$ cat src/apr_pkg.sv
// apr_pkg: shared constants and types for the aging page replacement block
// widths of the page, age and frame fields, controller state codes and the
// command/status structs between controller and datapath; no dependencies
package apr_pkg;

  localparam int unsigned FRAMES_DEF = 16;
  localparam int unsigned PAGE_W     = 16;
  localparam int unsigned AGE_W      = 16;
  localparam int unsigned FRAME_W    = 4;
  localparam int unsigned CFG_W      = 5;

  localparam logic [AGE_W-1:0] AGE_TOP   = 16'h8000;
  localparam logic [CFG_W-1:0] CFG_RESET = 5'd10;

  typedef enum logic [2:0] {
    ST_IDLE   = 3'b001,
    ST_SCAN   = 3'b010,
    ST_COMMIT = 3'b100
  } apr_state_e;

  typedef struct packed {
    logic load;    // nonzero reference taken, prepare a scan
    logic zero;    // reserved page zero taken, answer at once
    logic scan;    // walk the frames
    logic commit;  // update the chosen frame and register the result
  } apr_cmd_t;

  typedef struct packed {
    logic page_zero;  // incoming page is the reserved value
    logic scan_last;  // last frame is being examined this cycle
  } apr_status_t;

endpackage

$ cat src/apr_ctrl.sv
// apr_ctrl: sequencer for one page reference (idle, frame scan, commit)
// depends on apr_pkg for the state codes and the command/status structs
module apr_ctrl (
  input  logic                 clk_i,
  input  logic                 rst_ni,
  input  logic                 start,
  input  apr_pkg::apr_status_t status_i,
  output apr_pkg::apr_cmd_t    cmd_o,
  output logic                 busy
);
  import apr_pkg::*;

  apr_state_e state_q, state_d;

  always_ff @(posedge clk_i or negedge rst_ni) begin
    if (!rst_ni) begin
      state_q <= ST_IDLE;
    end else begin
      state_q <= state_d;
    end
  end

  always_comb begin
    state_d = state_q;
    cmd_o   = '0;
    unique case (state_q)
      ST_IDLE: begin
        if (start) begin
          if (status_i.page_zero) begin
            cmd_o.zero = 1'b1;
          end else begin
            cmd_o.load = 1'b1;
            state_d    = ST_SCAN;
          end
        end
      end
      ST_SCAN: begin
        cmd_o.scan = 1'b1;
        if (status_i.scan_last) begin
          state_d = ST_COMMIT;
        end
      end
      ST_COMMIT: begin
        cmd_o.commit = 1'b1;
        state_d      = ST_IDLE;
      end
      default: begin
        state_d = ST_IDLE;
      end
    endcase
  end

  assign busy = (state_q != ST_IDLE);

endmodule

$ cat src/apr_datapath.sv
// apr_datapath: frame page and age memories, scan pipeline, selection and results
// depends on apr_pkg; driven by apr_ctrl through apr_cmd_t
module apr_datapath #(
  parameter int unsigned FRAMES = apr_pkg::FRAMES_DEF
) (
  input  logic                        clk_i,
  input  logic                        rst_ni,
  input  apr_pkg::apr_cmd_t           cmd_i,
  output apr_pkg::apr_status_t        status_o,
  input  logic [apr_pkg::PAGE_W-1:0]  page_i,
  input  logic                        cfg_we_i,
  input  logic [apr_pkg::CFG_W-1:0]   cfg_wdata_i,
  output logic                        done_o,
  output logic                        hit_o,
  output logic [apr_pkg::FRAME_W-1:0] frame_o,
  output logic                        evicted_valid_o,
  output logic [apr_pkg::PAGE_W-1:0]  evicted_page_o
);
  import apr_pkg::*;

  localparam int unsigned IDX_W = (FRAMES > 1) ? $clog2(FRAMES) : 1;
  localparam int unsigned CNT_W = $clog2(FRAMES + 1);

  // memories, entries not yet written read as zero through the valid bits
  logic [PAGE_W-1:0] page_mem [FRAMES];
  logic [AGE_W-1:0]  age_mem  [FRAMES];
  logic [FRAMES-1:0] page_vld_q;
  logic [FRAMES-1:0] age_vld_q;

  logic [CFG_W-1:0]  cfg_q;
  logic [CNT_W-1:0]  n_eff;
  logic [CNT_W-1:0]  n_q;
  logic [PAGE_W-1:0] pg_q;

  logic [CNT_W-1:0]  rd_addr_q;
  logic              rd_vld_q;
  logic [IDX_W-1:0]  proc_idx_q;
  logic [PAGE_W-1:0] rd_page_q;
  logic [AGE_W-1:0]  rd_age_q;
  logic              rd_page_ok_q;
  logic              rd_age_ok_q;

  logic              found_q;
  logic [IDX_W-1:0]  match_idx_q;
  logic [AGE_W-1:0]  match_age_q;
  logic              empty_q;
  logic [IDX_W-1:0]  empty_idx_q;
  logic [AGE_W-1:0]  best_q;
  logic [IDX_W-1:0]  min_idx_q;
  logic [PAGE_W-1:0] min_page_q;

  logic              issue;
  logic              proc;
  logic [PAGE_W-1:0] cur_page;
  logic [AGE_W-1:0]  cur_age;
  logic [IDX_W-1:0]  slot;

  logic              age_we;
  logic [IDX_W-1:0]  age_waddr;
  logic [AGE_W-1:0]  age_wdata;
  logic              page_we;

  logic              done_q;
  logic              hit_q;
  logic [IDX_W-1:0]  frame_q;
  logic              ev_vld_q;
  logic [PAGE_W-1:0] ev_page_q;

  // effective frame count: zero acts as one, clamp at the frame count
  always_comb begin
    if (cfg_q == '0) begin
      n_eff = CNT_W'(1);
    end else if (32'(cfg_q) > 32'(FRAMES)) begin
      n_eff = CNT_W'(FRAMES);
    end else begin
      n_eff = CNT_W'(cfg_q);
    end
  end

  assign issue    = cmd_i.scan && (rd_addr_q != n_q);
  assign proc     = cmd_i.scan && rd_vld_q;
  assign cur_page = rd_page_ok_q ? rd_page_q : '0;
  assign cur_age  = (rd_age_ok_q ? rd_age_q : '0) >> 1;

  assign status_o.page_zero = (page_i == '0);
  assign status_o.scan_last = rd_vld_q && (rd_addr_q == n_q);

  always_comb begin
    if (found_q) begin
      slot = match_idx_q;
    end else if (empty_q) begin
      slot = empty_idx_q;
    end else begin
      slot = min_idx_q;
    end
  end

  // age port: shifted value during the scan, refreshed counter at commit
  assign age_we    = proc || cmd_i.commit;
  assign age_waddr = cmd_i.commit ? slot : proc_idx_q;
  always_comb begin
    if (!cmd_i.commit) begin
      age_wdata = cur_age;
    end else if (found_q) begin
      age_wdata = match_age_q | AGE_TOP;
    end else begin
      age_wdata = AGE_TOP;
    end
  end
  assign page_we = cmd_i.commit && !found_q;

  always_ff @(posedge clk_i) begin
    if (issue) begin
      rd_page_q    <= page_mem[rd_addr_q[IDX_W-1:0]];
      rd_age_q     <= age_mem[rd_addr_q[IDX_W-1:0]];
      rd_page_ok_q <= page_vld_q[rd_addr_q[IDX_W-1:0]];
      rd_age_ok_q  <= age_vld_q[rd_addr_q[IDX_W-1:0]];
      proc_idx_q   <= rd_addr_q[IDX_W-1:0];
    end
    if (age_we) begin
      age_mem[age_waddr] <= age_wdata;
    end
    if (page_we) begin
      page_mem[slot] <= pg_q;
    end
  end

  always_ff @(posedge clk_i or negedge rst_ni) begin
    if (!rst_ni) begin
      page_vld_q <= '0;
      age_vld_q  <= '0;
      cfg_q      <= CFG_RESET;
      rd_addr_q  <= '0;
      rd_vld_q   <= 1'b0;
      done_q     <= 1'b0;
    end else begin
      if (cfg_we_i) begin
        cfg_q <= cfg_wdata_i;
      end
      if (age_we) begin
        age_vld_q[age_waddr] <= 1'b1;
      end
      if (page_we) begin
        page_vld_q[slot] <= 1'b1;
      end
      if (cmd_i.load) begin
        rd_addr_q <= '0;
      end else if (issue) begin
        rd_addr_q <= rd_addr_q + CNT_W'(1);
      end
      rd_vld_q <= issue;
      done_q   <= cmd_i.zero || cmd_i.commit;
    end
  end

  // scan bookkeeping: first match, first empty frame, lowest shifted age
  always_ff @(posedge clk_i) begin
    if (cmd_i.load) begin
      pg_q    <= page_i;
      n_q     <= n_eff;
      found_q <= 1'b0;
      empty_q <= 1'b0;
    end else if (proc) begin
      if (!found_q && (cur_page == pg_q)) begin
        found_q     <= 1'b1;
        match_idx_q <= proc_idx_q;
        match_age_q <= cur_age;
      end
      if (!empty_q && (cur_page == '0)) begin
        empty_q     <= 1'b1;
        empty_idx_q <= proc_idx_q;
      end
      if ((proc_idx_q == '0) || (cur_age < best_q)) begin
        best_q     <= cur_age;
        min_idx_q  <= proc_idx_q;
        min_page_q <= cur_page;
      end
    end
  end

  always_ff @(posedge clk_i) begin
    if (cmd_i.zero) begin
      hit_q     <= 1'b0;
      frame_q   <= '0;
      ev_vld_q  <= 1'b0;
      ev_page_q <= '0;
    end else if (cmd_i.commit) begin
      hit_q     <= found_q;
      frame_q   <= slot;
      ev_vld_q  <= !found_q && !empty_q;
      ev_page_q <= (!found_q && !empty_q) ? min_page_q : '0;
    end
  end

  assign done_o          = done_q;
  assign hit_o           = hit_q;
  assign frame_o         = FRAME_W'(frame_q);
  assign evicted_valid_o = ev_vld_q;
  assign evicted_page_o  = ev_page_q;

endmodule

$ cat src/aging_page_replacement.sv
// aging_page_replacement: top level of the aging page replacement block
// joins apr_ctrl and apr_datapath; depends on apr_pkg
//
//   channel    ports                                         transfer when
//   reference  start, busy, page_i                           start && !busy
//   result     done_o, hit_o, frame_o, evicted_valid_o,      done_o
//              evicted_page_o
//   config     cfg_we_i, cfg_wdata_i (frames_in_use)         cfg_we_i
//
// a reference to a nonzero page keeps busy high while the frames in use, as many
// as the effective frame count, are scanned one per cycle through the single read
// port of the page and age memories, and then through the commit state
// the result strobe comes in the same cycle as busy falls; page zero is answered
// in the next cycle. the receiver cannot stall, so results never back up
// reset clears the memories through per-frame valid bits, no clearing pass
module aging_page_replacement #(
  parameter int unsigned FRAMES = apr_pkg::FRAMES_DEF
) (
  input  logic                        clk_i,
  input  logic                        rst_ni,
  input  logic                        start,
  output logic                        busy,
  input  logic [apr_pkg::PAGE_W-1:0]  page_i,
  input  logic                        cfg_we_i,
  input  logic [apr_pkg::CFG_W-1:0]   cfg_wdata_i,
  output logic                        done_o,
  output logic                        hit_o,
  output logic [apr_pkg::FRAME_W-1:0] frame_o,
  output logic                        evicted_valid_o,
  output logic [apr_pkg::PAGE_W-1:0]  evicted_page_o
);
  import apr_pkg::*;

  apr_cmd_t    cmd;
  apr_status_t status;

  apr_ctrl u_ctrl (
    .clk_i    (clk_i),
    .rst_ni   (rst_ni),
    .start    (start),
    .status_i (status),
    .cmd_o    (cmd),
    .busy     (busy)
  );

  apr_datapath #(
    .FRAMES (FRAMES)
  ) u_datapath (
    .clk_i           (clk_i),
    .rst_ni          (rst_ni),
    .cmd_i           (cmd),
    .status_o        (status),
    .page_i          (page_i),
    .cfg_we_i        (cfg_we_i),
    .cfg_wdata_i     (cfg_wdata_i),
    .done_o          (done_o),
    .hit_o           (hit_o),
    .frame_o         (frame_o),
    .evicted_valid_o (evicted_valid_o),
    .evicted_page_o  (evicted_page_o)
  );

  // page zero is answered in the next cycle with an all-zero result
  assert property (@(posedge clk_i) disable iff (!rst_ni)
    (start && !busy && (page_i == '0)) |=>
      (done_o && !hit_o && !evicted_valid_o && (frame_o == '0)))
    else $error("page zero reference not answered at once");

  // a result always follows the end of a reference, never overlaps a scan
  assert property (@(posedge clk_i) disable iff (!rst_ni)
    done_o |-> !busy)
    else $error("result strobe while busy");

  // a hit never evicts
  assert property (@(posedge clk_i) disable iff (!rst_ni)
    done_o |-> !(hit_o && evicted_valid_o))
    else $error("hit with eviction");

  // no eviction means no evicted page
  assert property (@(posedge clk_i) disable iff (!rst_ni)
    (done_o && !evicted_valid_o) |-> (evicted_page_o == '0))
    else $error("evicted page without eviction");

endmodule

$ cat config.mk
export PLATFORM = sky130hd
export DESIGN_NAME = aging_page_replacement
export DESIGN_NICKNAME = d
export VERILOG_FILES = /design/src/apr_pkg.sv /design/src/apr_ctrl.sv /design/src/apr_datapath.sv /design/src/aging_page_replacement.sv
export SDC_FILE = /design/constraint.sdc
export NUM_CORES = 1
export LEC_CHECK = 0
export BUFFER_PORTS_ARGS = -buffer_cell sky130_fd_sc_hd__clkbuf_2
export CAP_MARGIN = 30
export CORE_MARGIN = 10
export CORE_UTILIZATION = 35
export DETAILED_ROUTE_END_ITERATION = 16
export SLEW_MARGIN = 30
export SYNTH_ARGS = -nofsm -noshare
export SYNTH_HDL_FRONTEND = slang
export SYNTH_SLANG_ARGS = --single-unit
$ cat constraint.sdc
create_clock -name clk_i -period 7.25 [get_ports clk_i]
set_input_delay 0.725 -clock clk_i [delete_from_list [all_inputs] [get_ports clk_i]]
set_output_delay 0.725 -clock clk_i [all_outputs]
set_load 0.1 [all_outputs]
* Yosys cells after proc, flatten, opt, wreduce, memory -nomap -nowiden
Memories as Yosys holds them, arrays and structs flattened. A register that Yosys moved wholly into a read port is not among the register bits.
Cells that the tools add are included.
** Operators by class
- Add/subtract/negate cells :: 1
- $lt $le $gt $ge :: 7
- Equal/unequal tests :: 10
- Multiplexer cells :: 33
- Bitwise gates (word level) :: 3
- Reduce and logical (&&, ||, !) cells :: 26
** Operator list (number)
- $mux 16 :: 4
- $logic_not 16->1 :: 2
- $or 16x16->16 :: 2
- $eq 16x16->1 :: 1
- $lt 15x15->1 :: 1
- $lt 4x5->1 const B :: 3
- $mux 15 :: 1
- $mux 5 :: 3
- $mux 1 :: 12
- $mux 4 :: 3
- $reduce_and 3->1 :: 4
- $logic_and 1x1->1 :: 9
- $mux 3 :: 3
- $bmux 1 s4 :: 2
- $demux 1 s4 :: 2
- $ge 4x1->1 const B :: 2
- $ne 2x2->1 const B :: 3
- $pmux 3 s2 :: 1
- $add 5x1->5 const B :: 1
- $eq 5x5->1 :: 1
- $gt 5x5->1 const B :: 1
- $logic_not 5->1 :: 1
- $ne 5x5->1 :: 1
- $logic_not 4->1 :: 1
- other kinds (11) :: 16
** Storage, ports and cells
- Flip-flop bits (word level) :: 156
- Bits in writable memories :: 512
- Bits of input ports :: 25
- Logic and storage cells :: 107
- Memories :: 2
** Memories
- u_datapath.age_mem :: depth 16, width 16, rd ports 1, clocked after memory_dff 1, write ports 1, line apr_datapath.sv:26 : logic [AGE_W-1:0] age_mem [FRAMES];
- u_datapath.page_mem :: depth 16, width 16, rd ports 1, clocked after memory_dff 1, write ports 1, line apr_datapath.sv:25 : logic [PAGE_W-1:0] page_mem [FRAMES];

* Logic depth before layout (Yosys ltp)
Gate-level depths: netlist of the first run.
- Depth in word-level cells :: 8
- Mapped depth :: 8
- Gate-level depth less buffers :: 7

* Modules after synthesis
Synthesis of the first run repeated with hierarchy kept, for this count alone.
** Unflattened totals
- Cells, all modules :: 1271
- Area, all modules :: 26391.6 µm²
** Modules (own cells, without submodules)
- apr_datapath :: instances 1, cells each 1256, area an instance 26223.9 µm²
- apr_ctrl :: instances 1, cells each 15, area an instance 167.7 µm²

* Worst setup path before layout of the first run
OpenSTA, ideal clock, no wires.
- Kind :: reg2reg
- From :: register u_datapath.rd_age_ok_q
- To :: register u_datapath.best_q[0] (enable)
- Library setup time :: 0.492 ns
- Data arrival time :: 4.594 ns
- Required time :: 6.758 ns
- Path slack :: 2.165 ns
- Stages on the path, launching flop included :: 8
- Buffers on the path :: 1
- Period minus slack after synthesis :: 5.085 ns
- Path through :: edfxtp_1 > clkbuf_1 > and2_1 > ha_1 > and3_1 > a2111oi_0 > nand2_1 > a311oi_1
** On the way
- Longest elaborated chain between the ends :: 4
** Ends and longest elaborated chain
- from (decl) :: line apr_datapath.sv:41 : logic rd_age_ok_q;
- from (signal assigned) :: line apr_datapath.sv:117 : rd_age_ok_q <= age_vld_q[rd_addr_q[IDX_W-1:0]];
- $mux 16 :: line apr_datapath.sv:83 : assign cur_age = (rd_age_ok_q ? rd_age_q : '0) >> 1;
- named net u_datapath.cur_age[3] :: line apr_datapath.sv:55 : logic [AGE_W-1:0] cur_age;
- $lt 15x15->1 :: line apr_datapath.sv:173 : if ((proc_idx_q == '0) || (cur_age < best_q)) begin
- $logic_or 1x1->1 :: line apr_datapath.sv:173
- $reduce_and 3->1 (no line)
- to (signal assigned) :: line apr_datapath.sv:174 : best_q <= cur_age;
- to (decl) :: line apr_datapath.sv:48 : logic [AGE_W-1:0] best_q;
The timed path passes the listed nets, and every way through them passes these cells.
A chain may end at the register's enable or synchronous reset.

* Final worst setup path of the first run
- From :: register u_ctrl.state_q[1]
- To :: memory u_datapath.age_mem[13][1] (enable)
** On the way
- Longest elaborated chain between the ends :: 6
- Elaborated cells between the ends (all ways) :: 9
- Classes of those cells :: 2 x eq/ne; 5 x mux; 2 x reduce/logical
** Ends and longest elaborated chain
- from (decl) :: line apr_ctrl.sv:13 : apr_state_e state_q, state_d;
- from (signal assigned) :: line apr_ctrl.sv:19 : state_q <= state_d;
- $eq 3x2->1 :: line apr_ctrl.sv:26 : unique case (state_q)
- $mux 1 :: line apr_ctrl.sv:26
- $logic_and 1x1->1 :: line apr_datapath.sv:81 : assign proc = cmd_i.scan && rd_vld_q;
- $logic_or 1x1->1 :: line apr_datapath.sv:99 : assign age_we = proc || cmd_i.commit;
- $mux 1 :: line apr_datapath.sv:120 : if (age_we) begin
- $mux 1 (implied by the code) :: line apr_datapath.sv:121 : age_mem[age_waddr] <= age_wdata;
- to (decl) :: line apr_datapath.sv:26
Parallel ways exist; a longest one is shown, timed or not.

==> results of run 1 <==
-- worst register-to-register path, stage by stage (launching register included) --
cell	delay, ps
dfrtp_1	430
or3b_1	380
buf_4	230
inv_2	280
buf_4	460
o211a_1	290
a21oi_1	270
nor2_2	800
-- power by group through the flow --
stage | Clock (uW) | Combinational, uW | Sequential, uW
2_1_floorplan | 0 | 1200 | 5040
3_5_place_dp | 0 | 1950 | 4950
3_3_place_gp | 0 | 1930 | 4940
4_1_cts | 3540 | 1950 | 4870
5_1_grt | 3710 | 2040 | 4890
6_report | 3470 | 1930 | 4870
-- routing by layer --
| metal | GRT usage (%) | up-vias |
|---|---|---|
| li1 | - | 5383 |
| met3 | 2.378 | 59 |
| met4 | 3.908 | 2 |
| met2 | 20.55 | 403 |
| met5 | 0 | - |
| met1 | 20.21 | 6730 |
-- layout by cell type, fill, tap and decap left out, types with 18 or more instances in the layout --
master | synthesis | layout
edfxtp_1 | 611 | 611
dfrtp_1 | 44 | 41
clkbuf_2 | 0 | 48
mux4_2 | 165 | 165
dfxtp_1 | 24 | 24
inv_1 | 33 | 32
a22o_1 | 18 | 18
nand3_1 | 20 | 20
nand2_1 | 48 | 48
and2_1 | 32 | 32
clkbuf_16 | 0 | 72
or2_1 | 29 | 29
-- path summary, 6_finish.rpt --
check,slack (ps),from,endpoint,depth (start not counted)
min in group clk_i,320,page_i[12],u_datapath.pg_q[12],1
min,270,rst_ni,u_datapath.cfg_q[0],2
max,3700,u_ctrl.state_q[1],u_datapath.age_mem[13][1],7
max in group asynchronous,6420,rst_ni,u_datapath.rd_addr_q[3],2
min reg2reg,460,u_datapath.min_page_q[9],u_datapath.evicted_page_o[9],1
max reg2reg,3700,u_ctrl.state_q[1],u_datapath.age_mem[13][1],7
-- cell type report --
class	count	area [sq um]
multi-input combinational	510	6180
tap	969	1212
clock inverter	35	302.8
fill	6426	44510
timing repair buffer	67	429.2
clock buffer	90	1909
inverter	36	136.4
sequential	682	20020
-- stage by stage --
step | hold WS [ps] | power (uW)
after CTS | 281.4 | 10360
after global placement | 440.8 | 6872
after detailed placement | 445.5 | 6901
after floorplan | 419.6 | 6243
final | 268.4 | 10260
after global routing | 297.7 | 10640
-- cells by family (layout without fill, tap and decap cells) --
kind of cell / after synthesis / count (layout) / share of synthesized area, %
AND/OR/NAND/NOR: 229 / 229 / 4.568
adder cells (fa/ha/maj): 17 / 17 / 0.8047
multiplexers: 176 / 176 / 14.52
AO/OA/AOI/OAI: 80 / 80 / 2.523
XOR/XNOR: 8 / 8 / 0.2651
buffers and inverters: 88 / 228 / 1.624
flip-flops: 682 / 682 / 75.69
-- sequential cells by signal (all words and copies together) (netlist names), 3 cells and up --
name	flops
u_datapath.rd_age_q	15
u_datapath.evicted_page_o	16
u_datapath.rd_page_q	16
u_datapath.n_q	5
u_datapath.rd_addr_q	5
u_datapath.page_mem	256
u_datapath.frame_o	4
u_datapath.empty_idx_q	4
u_datapath.age_vld_q	16
u_datapath.min_page_q	16
u_datapath.best_q	15
u_datapath.page_vld_q	16
u_datapath.age_mem	240
u_datapath.proc_idx_q	4
u_datapath.pg_q	16
u_datapath.cfg_q	5
u_datapath.match_idx_q	4
u_datapath.min_idx_q	4
u_datapath.match_age_q	14
u_ctrl.state_q	3
==> flow_metrics.py, run 1 <==
metrics = {
    "yosys": {
        "synth_common_cells": "edfxtp_1, mux4_2, nand2_1, nor2_1, dfrtp_1",
        "ys_async_sr_fraction_pct": 6.891,
        "synth.distinct_cells": 65,
        "yosysMostFrequentCell": "edfxtp_1",
        "seq_area_frac_synth_pct": 75.69,
        "synth_nets": 1322,
        "yosysTopAreaCellShare_pct": 69.41,
        "ys.flop_type": "edfxtp_1",
        "synthesis.area_sq_um": 26430,
        "synth_warnings": 0,
        "syn_inst": 1280,
        "ys_seq_elements": 682,
        "synth_area_leaders": "edfxtp_1, mux4_2, dfrtp_1, dfxtp_1, ha_1",
        "synth-edff-count": 611,
        "synth_area_leader_cell": "edfxtp_1",
        "syn_area_per_cell_sq_um": 20.65,
    },
    "final_layout": {
        "num-nets-final": 1407,
        "areaGrowthSynthToFinish_pct": 14.21,
        "utilization_pct": 40.42,
        "insertedDiodeCount": 0,
        "stdcell_area_sq_um": 30190,
        "fin_cells": 2389,
        "drive_above_1_share_pct": 28.24,
    },
    "cts": {
        "clk_pin_slew_ps": 60,
        "cts-resized-gates": 0,
        "clk_root_buffer_cell": "clkbuf_16",
        "cts_setup_buffers": 0,
        "clock_latency_ps": 620,
        "cts.sinks": 682,
        "cts_tree": "done",
        "clk_path_buf_depth": 3,
        "cts_max_level": 3,
        "holdBufCountCts": 0,
        "numCtsBuffers": 68,
    },
    "routing": {
        "dr_wl_met3_um": 3712,
        "met2_length_um": 26920,
        "drcViolationCount": 0,
        "met1_length_um": 27200,
        "via_per_inst": 5.265,
        "top_layer_used": "met5",
        "routed_wirelength_um": 58770,
        "drt_first_pass_iters": 7,
        "ant_nets": 0,
        "routedWlPerCell_um": 24.60,
        "first_iter_violations": 1366,
        "num_vias": 12577,
    },
    "global_route": {
        "grt_pass1_vias": 12744,
        "grt-ovfl-total": 0,
        "track_usage_pct": 13.71,
        "grt_max_degree": 84,
        "grt_pass1_wl_um": 87960,
        "grt_antenna_before_repair": 1,
    },
    "pwr": {
        "power_density_nw_per_um2": 340.0,
        "ir_worst_vdd_v": 0.0001753,
        "clkPwrFrac_pct": 33.8,
        "p_sw_share_pct": 28.03,
        "power.internal_uw": 7386,
        "leakage_uw": 0.009982,
        "p_sw_uw": 2877,
        "p_seq_share_pct": 47.4,
        "p_comb_share_pct": 18.8,
    },
    "worst_setup_path": {
        "slowest_delay_ps": 800,
        "startpoint_type": "register",
        "worst_path_most_repeated_cell": "buf_4",
        "critPathBufInv": 3,
        "crit_chain": "or3b_1 -> buf_4 -> inv_2 -> buf_4 -> o211a_1 -> a21oi_1 -> nor2_2",
        "cp.arrival_ps": 3760,
        "required_ps": 7460,
        "crit_type": "register to register",
        "end_kind": "register",
        "crit_family": "simple AND/OR/NAND/NOR gates",
        "cp_max_fo": 32,
        "cpMaxStageDelayCell": "nor2_2",
    },
    "sta": {
        "slew_violations": 0,
        "worst_slack_ps": 3703,
        "rsz0062_at_grt": "false",
        "setup_viol": 0,
        "fmax_mhz": 281.9,
        "slew_headroom_pct": 28.02,
        "skew_ps": 35.37,
        "fin_tns_setup_ps": 0,
        "tightestPinTransition_ps": 1075,
        "period_minus_slack_ps": 3547,
        "final_hold_viol_count": 0,
        "period_share_pct": 48.92,
    },
    "outcome": {
        "status": "completed",
    },
    "place": {
        "placed_cells": 2263,
        "port_buffers": 48,
        "routabilityCongestion": 0.7929,
        "dp_hpwl_um": 37550,
        "place_ws_ps": 3710,
        "place_area_sq_um": 27930,
    },
    "min_path": {
        "worstHoldPathType": "input pin to async pin",
    },
    "job": {
        "maxCapViolCount": 0,
    },
    "floorplan": {
        "die-area_sq_um": 86920,
        "fp.dieW_um": 294.8,
        "die_y_um": 294.8,
        "ioPinCount": 49,
        "core_sq_um": 74700,
        "initial_utilization_pct": 35.39,
        "row_count": 100,
    },
}
No activity file was read; power rests on OpenSTA's default activity.
==> run 2: changes to the inputs <==
Clock period 7.25 ns to 3.4 ns, I/O delays scaled along.
==> run 2 against run 1 <==
Non-clock buffer count grew 74. Maximum frequency grew 20%. Clock skew shrank 13 ps. Utilization grew 0.95 points. Clock power grew 120%. Cell count grew 3.4%. Setup slack lost 3300 ps. Critical path depth is the same. Routed wire length is essentially flat. Global-route usage shrank 0.11 points. Register-to-register slack lost 3300 ps. Sequential share of layout area shrank 1.5 points. Largest cell class unchanged.
==> flow_metrics.py, run 2 (synthesis gave the netlist of run 1 again) <==
metrics = {
    "outcome": {
        "status": "completed",
    },
    "pwr": {
        "leakage_uw": 0.01041,
        "power_density_nw_per_um2": 707.9,
        "ir_worst_vdd_v": 0.0003046,
    },
    "routing": {
        "routedWlPerCell_um": 23.76,
        "num_vias": 12747,
        "first_iter_violations": 1140,
        "via_per_inst": 5.159,
        "drt_first_pass_iters": 5,
        "ant_nets": 0,
        "routed_wirelength_um": 58710,
        "drcViolationCount": 0,
    },
    "cts": {
        "clk_path_buf_depth": 3,
        "clock_latency_ps": 610,
        "cts_max_level": 3,
        "cts_setup_buffers": 0,
        "cts_tree": "done",
        "cts.sinks": 682,
        "numCtsBuffers": 73,
        "clk_pin_slew_ps": 60,
        "clk_root_buffer_cell": "clkbuf_16",
    },
    "final_layout": {
        "largest_register_ffs": 256,
        "stdcell_area_sq_um": 30900,
        "top_register": "u_datapath.page_mem",
        "final_common_cell": "edfxtp_1",
        "areaGrowthSynthToFinish_pct": 16.90,
        "num-nets-final": 1486,
        "top_regs": "u_datapath.page_mem (256), u_datapath.age_mem (240)",
        "drive_above_1_share_pct": 29.89,
        "mostFrequentLayoutCells": "edfxtp_1, mux4_2, clkbuf_16",
        "insertedDiodeCount": 0,
    },
    "worst_setup_path": {
        "cp.arrival_ps": 3270,
        "required_ps": 3700,
        "end_kind": "register",
        "crit_type": "register to register",
        "startpoint_type": "register",
        "cp_max_fo": 31,
    },
    "floorplan": {
        "die_y_um": 294.8,
        "die-area_sq_um": 86920,
        "row_count": 100,
        "fp.dieW_um": 294.8,
        "ioPinCount": 49,
        "core_sq_um": 74700,
        "initial_utilization_pct": 35.39,
    },
    "global_route": {
        "track_usage_pct": 13.60,
        "grt_pass1_vias": 13241,
        "grt-ovfl-total": 0,
        "grt_max_degree": 70,
        "grt_antenna_before_repair": 0,
        "grt_pass1_wl_um": 88070,
    },
    "place": {
        "port_buffers": 48,
        "routabilityCongestion": 0.7961,
        "dp_hpwl_um": 34550,
        "place_area_sq_um": 28380,
    },
    "sta": {
        "tightestPinTransition_ps": 865.8,
        "fin_tns_setup_ps": 0,
        "period_share_pct": 87.21,
        "skew_ps": 22.64,
        "slew_headroom_pct": 42.28,
        "rsz0062_at_grt": "false",
        "setup_viol": 0,
        "period_minus_slack_ps": 2965,
        "fmax_mhz": 337.2,
        "slew_violations": 0,
        "final_hold_viol_count": 0,
    },
    "job": {
        "maxCapViolCount": 0,
    },
    "min_path": {
        "worstHoldPathType": "input pin to register",
    },
}
run 2: power breakdown:
part           switching, uW  internal (uW)
clock                   3200           4440
combinational           2230           1740
sequential               418           9850
run 2: repair_timing:
item | CTS | global route
hold buffers | 22 | 0
hold endpoints to repair | 49 | 0
gates resized for setup | 0 | 0
endpoints found under the setup margin | 0 | 0
run 2: worst paths after layout:
path / from / slack [ps] / end / cells past startpoint
worst max-delay path: u_datapath.rd_age_ok_q / 430 / u_datapath.min_page_q[12] / 7
worst min-delay path: cfg_we_i / 50 / u_datapath.cfg_q[4] / 2
worst max register to register: u_datapath.rd_age_ok_q / 430 / u_datapath.min_page_q[12] / 7
worst min register to register: u_datapath.evicted_valid_o / 450 / u_datapath.evicted_valid_o / 1
max in group asynchronous: rst_ni / 2260 / u_datapath.page_vld_q[7] / 3
min in group asynchronous: rst_ni / 390 / u_datapath.cfg_q[2] / 2
run 2: stage by stage:
stage / utilization, % / setup slack, ps / hold WS, ps / power, uW / instances
6_report: 41.37 / 434.8 / 46.57 / 21880 / 2471
4_1_cts: 41.37 / 395.7 / 12.32 / 22130 / 2471
2_1_floorplan: - / 175.2 / 44.41 / 13320 / 1280
3_3_place_gp: 37.99 / 426.6 / 438.3 / 14410 / 2316
5_1_grt: 41.37 / 265.1 / 40.17 / 22730 / 2471
3_5_place_dp: 37.99 / 411.4 / 443.5 / 14470 / 2316
run 2: worst max-delay path: stages, from the launching register on:
cell and delay (ps):
edfxtp_1 580, and2_1 280, ha_1 300, and3_1 190, a2111oi_0 400, nand2_1 160
a311oi_4 460, buf_12 270
run 2: metal layers:
layer  routed length (um)  track usage [%]  up-vias
met5                    0                0        -
met4                 1103            4.256        0
met3                 3015            2.016       69
met2                28150            21.67      341
met1                26440            19.03     6798
li1                     -                -     5539
run 2: final cells by class:
class	count	area [sq um]
Tap cell	969	1212
Clock inverter	34	319.1
Timing Repair Buffer	141	1144
Clock buffer	99	1986
Sequential cell	682	20020
Multi-Input combinational cell	510	6088
Inverter	36	135.1
Fill cell	6468	43800
==> run 3: changes to the inputs <==
Settings changed: MAX_ROUTING_LAYER set to met4, REMOVE_ABC_BUFFERS set to 1.
==> run 3 against run 2 <==
Routed wire length up 0.36%. Critical path depth up 1. Clock skew fell by 3.1 ps. Cell area up 0.17%. Clock-buffer cell count down 16. Critical endpoint is now u_datapath.min_page_q[0]. Largest cell class unchanged. Largest power group unchanged.
==> flow_metrics.py, run 3 (synthesis gave the netlist of run 1 again) <==
metrics = {
    "sta": {
        "period_share_pct": 84.41,
        "final_hold_viol_count": 0,
        "slew_violations": 0,
        "fmax_mhz": 348.4,
        "tightestPinTransition_ps": 806.4,
        "setup_viol": 0,
        "rsz0062_at_grt": "false",
        "timing.hold.ws_ps": 74.79,
        "skew_ps": 19.58,
        "worst_slack_ps": 530.1,
        "period_minus_slack_ps": 2870,
        "slew_headroom_pct": 46.24,
    },
    "final_layout": {
        "stdcell_area_sq_um": 30950,
        "insertedDiodeCount": 0,
        "largest_register_ffs": 256,
        "mostFrequentLayoutCells": "edfxtp_1, mux4_2, clkbuf_16",
        "top_regs": "u_datapath.page_mem (256), u_datapath.age_mem (240)",
        "drive_above_1_share_pct": 30.43,
        "final_common_cell": "edfxtp_1",
        "num-nets-final": 1486,
        "top_register": "u_datapath.page_mem",
        "areaGrowthSynthToFinish_pct": 17.10,
    },
    "outcome": {
        "status": "completed",
    },
    "global_route": {
        "grt_pass1_vias": 13448,
        "grt_max_degree": 40,
        "grt_antenna_before_repair": 0,
        "track_usage_pct": 14.14,
        "grt_pass1_wl_um": 89090,
        "grt-ovfl-total": 0,
    },
    "pwr": {
        "ir_worst_vdd_v": 0.0004325,
        "leakage_uw": 0.01046,
        "power_density_nw_per_um2": 712.7,
    },
    "worst_setup_path": {
        "crit_family": "compound AO/OA/AOI/OAI gates",
        "required_ps": 3690,
        "cpMaxStageDelayCell": "edfxtp_1",
        "end_kind": "register",
        "cp_max_fo": 29,
        "cp.arrival_ps": 3160,
        "startpoint_type": "register",
        "crit_chain": "and2_1 -> ha_1 -> a21oi_1 -> nor2b_1 -> a2111oi_0 -> nand2_1 -> a311oi_4 -> buf_12",
        "reg2reg_slack_ps": 530,
        "slowest_delay_ps": 600,
        "critPathBufInv": 1,
        "crit_type": "register to register",
    },
    "place": {
        "place_ws_ps": 527.4,
        "dp_hpwl_um": 34920,
        "routabilityCongestion": 0.7899,
        "place_area_sq_um": 28350,
        "port_buffers": 48,
    },
    "floorplan": {
        "die_y_um": 294.8,
        "die-area_sq_um": 86920,
        "row_count": 100,
        "initial_utilization_pct": 35.39,
        "fp.dieW_um": 294.8,
        "ioPinCount": 49,
        "core_sq_um": 74700,
    },
    "cts": {
        "cts-resized-gates": 0,
        "clk_root_buffer_cell": "clkbuf_16",
        "cts_tree": "done",
        "clock_latency_ps": 600,
        "clk_pin_slew_ps": 60,
        "cts_max_level": 3,
        "numCtsBuffers": 71,
        "clk_path_buf_depth": 3,
        "cts.sinks": 682,
        "cts_setup_buffers": 0,
    },
    "routing": {
        "num_vias": 12818,
        "routed_wirelength_um": 58920,
        "via_per_inst": 5.187,
        "drcViolationCount": 0,
        "drt_first_pass_iters": 5,
        "routedWlPerCell_um": 23.84,
        "first_iter_violations": 1169,
        "ant_nets": 0,
    },
    "job": {
        "maxCapViolCount": 0,
    },
    "min_path": {
        "worstHoldPathType": "input pin to register",
    },
}
[run 3: changes by cell type in the layout (fill, tap and decap cells not counted), moves of 2 or more]
cell       previous run  this run
clkbuf_8              4         0
buf_12               12         9
clkinv_8              2         0
clkinv_2              8        17
clkbuf_1             21         8
clkinv_1             12        16
buf_4                59        63
bufinv_16             4         9
[run 3: worst paths after layout]
check / from / to / depth (start not counted)
max: u_datapath.rd_age_ok_q / u_datapath.min_page_q[0] / 8
min: cfg_we_i / u_datapath.cfg_q[1] / 2
max reg2reg: u_datapath.rd_age_ok_q / u_datapath.min_page_q[0] / 8
min reg2reg: u_datapath.age_vld_q[10] / u_datapath.age_vld_q[10] / 1
max in group asynchronous: rst_ni / u_datapath.page_vld_q[6] / 3
min in group asynchronous: rst_ni / u_datapath.cfg_q[0] / 2
[run 3: worst register-to-register path, cell delays in order (launching register included)]
cell	delay [ps]
edfxtp_1	600
and2_1	290
ha_1	320
a21oi_1	160
nor2b_1	60
a2111oi_0	370
nand2_1	160
a311oi_4	340
buf_12	240
[run 3: cell type report]
class	instances	area, sq um
repair buffers	143	1124
clock buffers	83	1907
inverters	36	135.1
well taps	969	1212
clock inverters	48	464.2
fillers	6369	43740
flip-flops and latches	682	20020
multi-input cells	510	6093
[run 3: repair_timing]
action | in CTS | in global routing
endpoints found under the setup margin | 0 | 0
hold endpoints to repair | 48 | 0
hold buffers | 23 | 0
[run 3: through the flow]
| step | total power [uW] | utilization (%) | setup TNS (ps) | std cells |
|---|---|---|---|---|
| final | 22060 | 41.44 | 0 | 2471 |
| after global routing | 22910 | 41.44 | 0 | 2471 |
| after CTS | 22310 | 41.43 | 0 | 2471 |
| after detailed placement | 14430 | 37.95 | 0 | 2317 |
| after global placement | 14350 | 37.95 | 0 | 2317 |
| after floorplan | 13610 | - | -296630 | 1228 |
[run 3: per-layer routing]
metal  up-vias  wire [um]  GRT usage [%]  share of wire (%)
li1       5550          -              -                  -
met1      6798      25500          18.46                 43
met2       385      28920          22.55                 49
met3        85       3125          2.077                5.3
met4         0       1373          4.742                2.3
met5         -          0              -                  0
[run 3: power breakdown]
group	internal (uW)	switching [uW]
logic	1710	2120
clock network	4700	3140
registers	9850	537
total	16300	5800
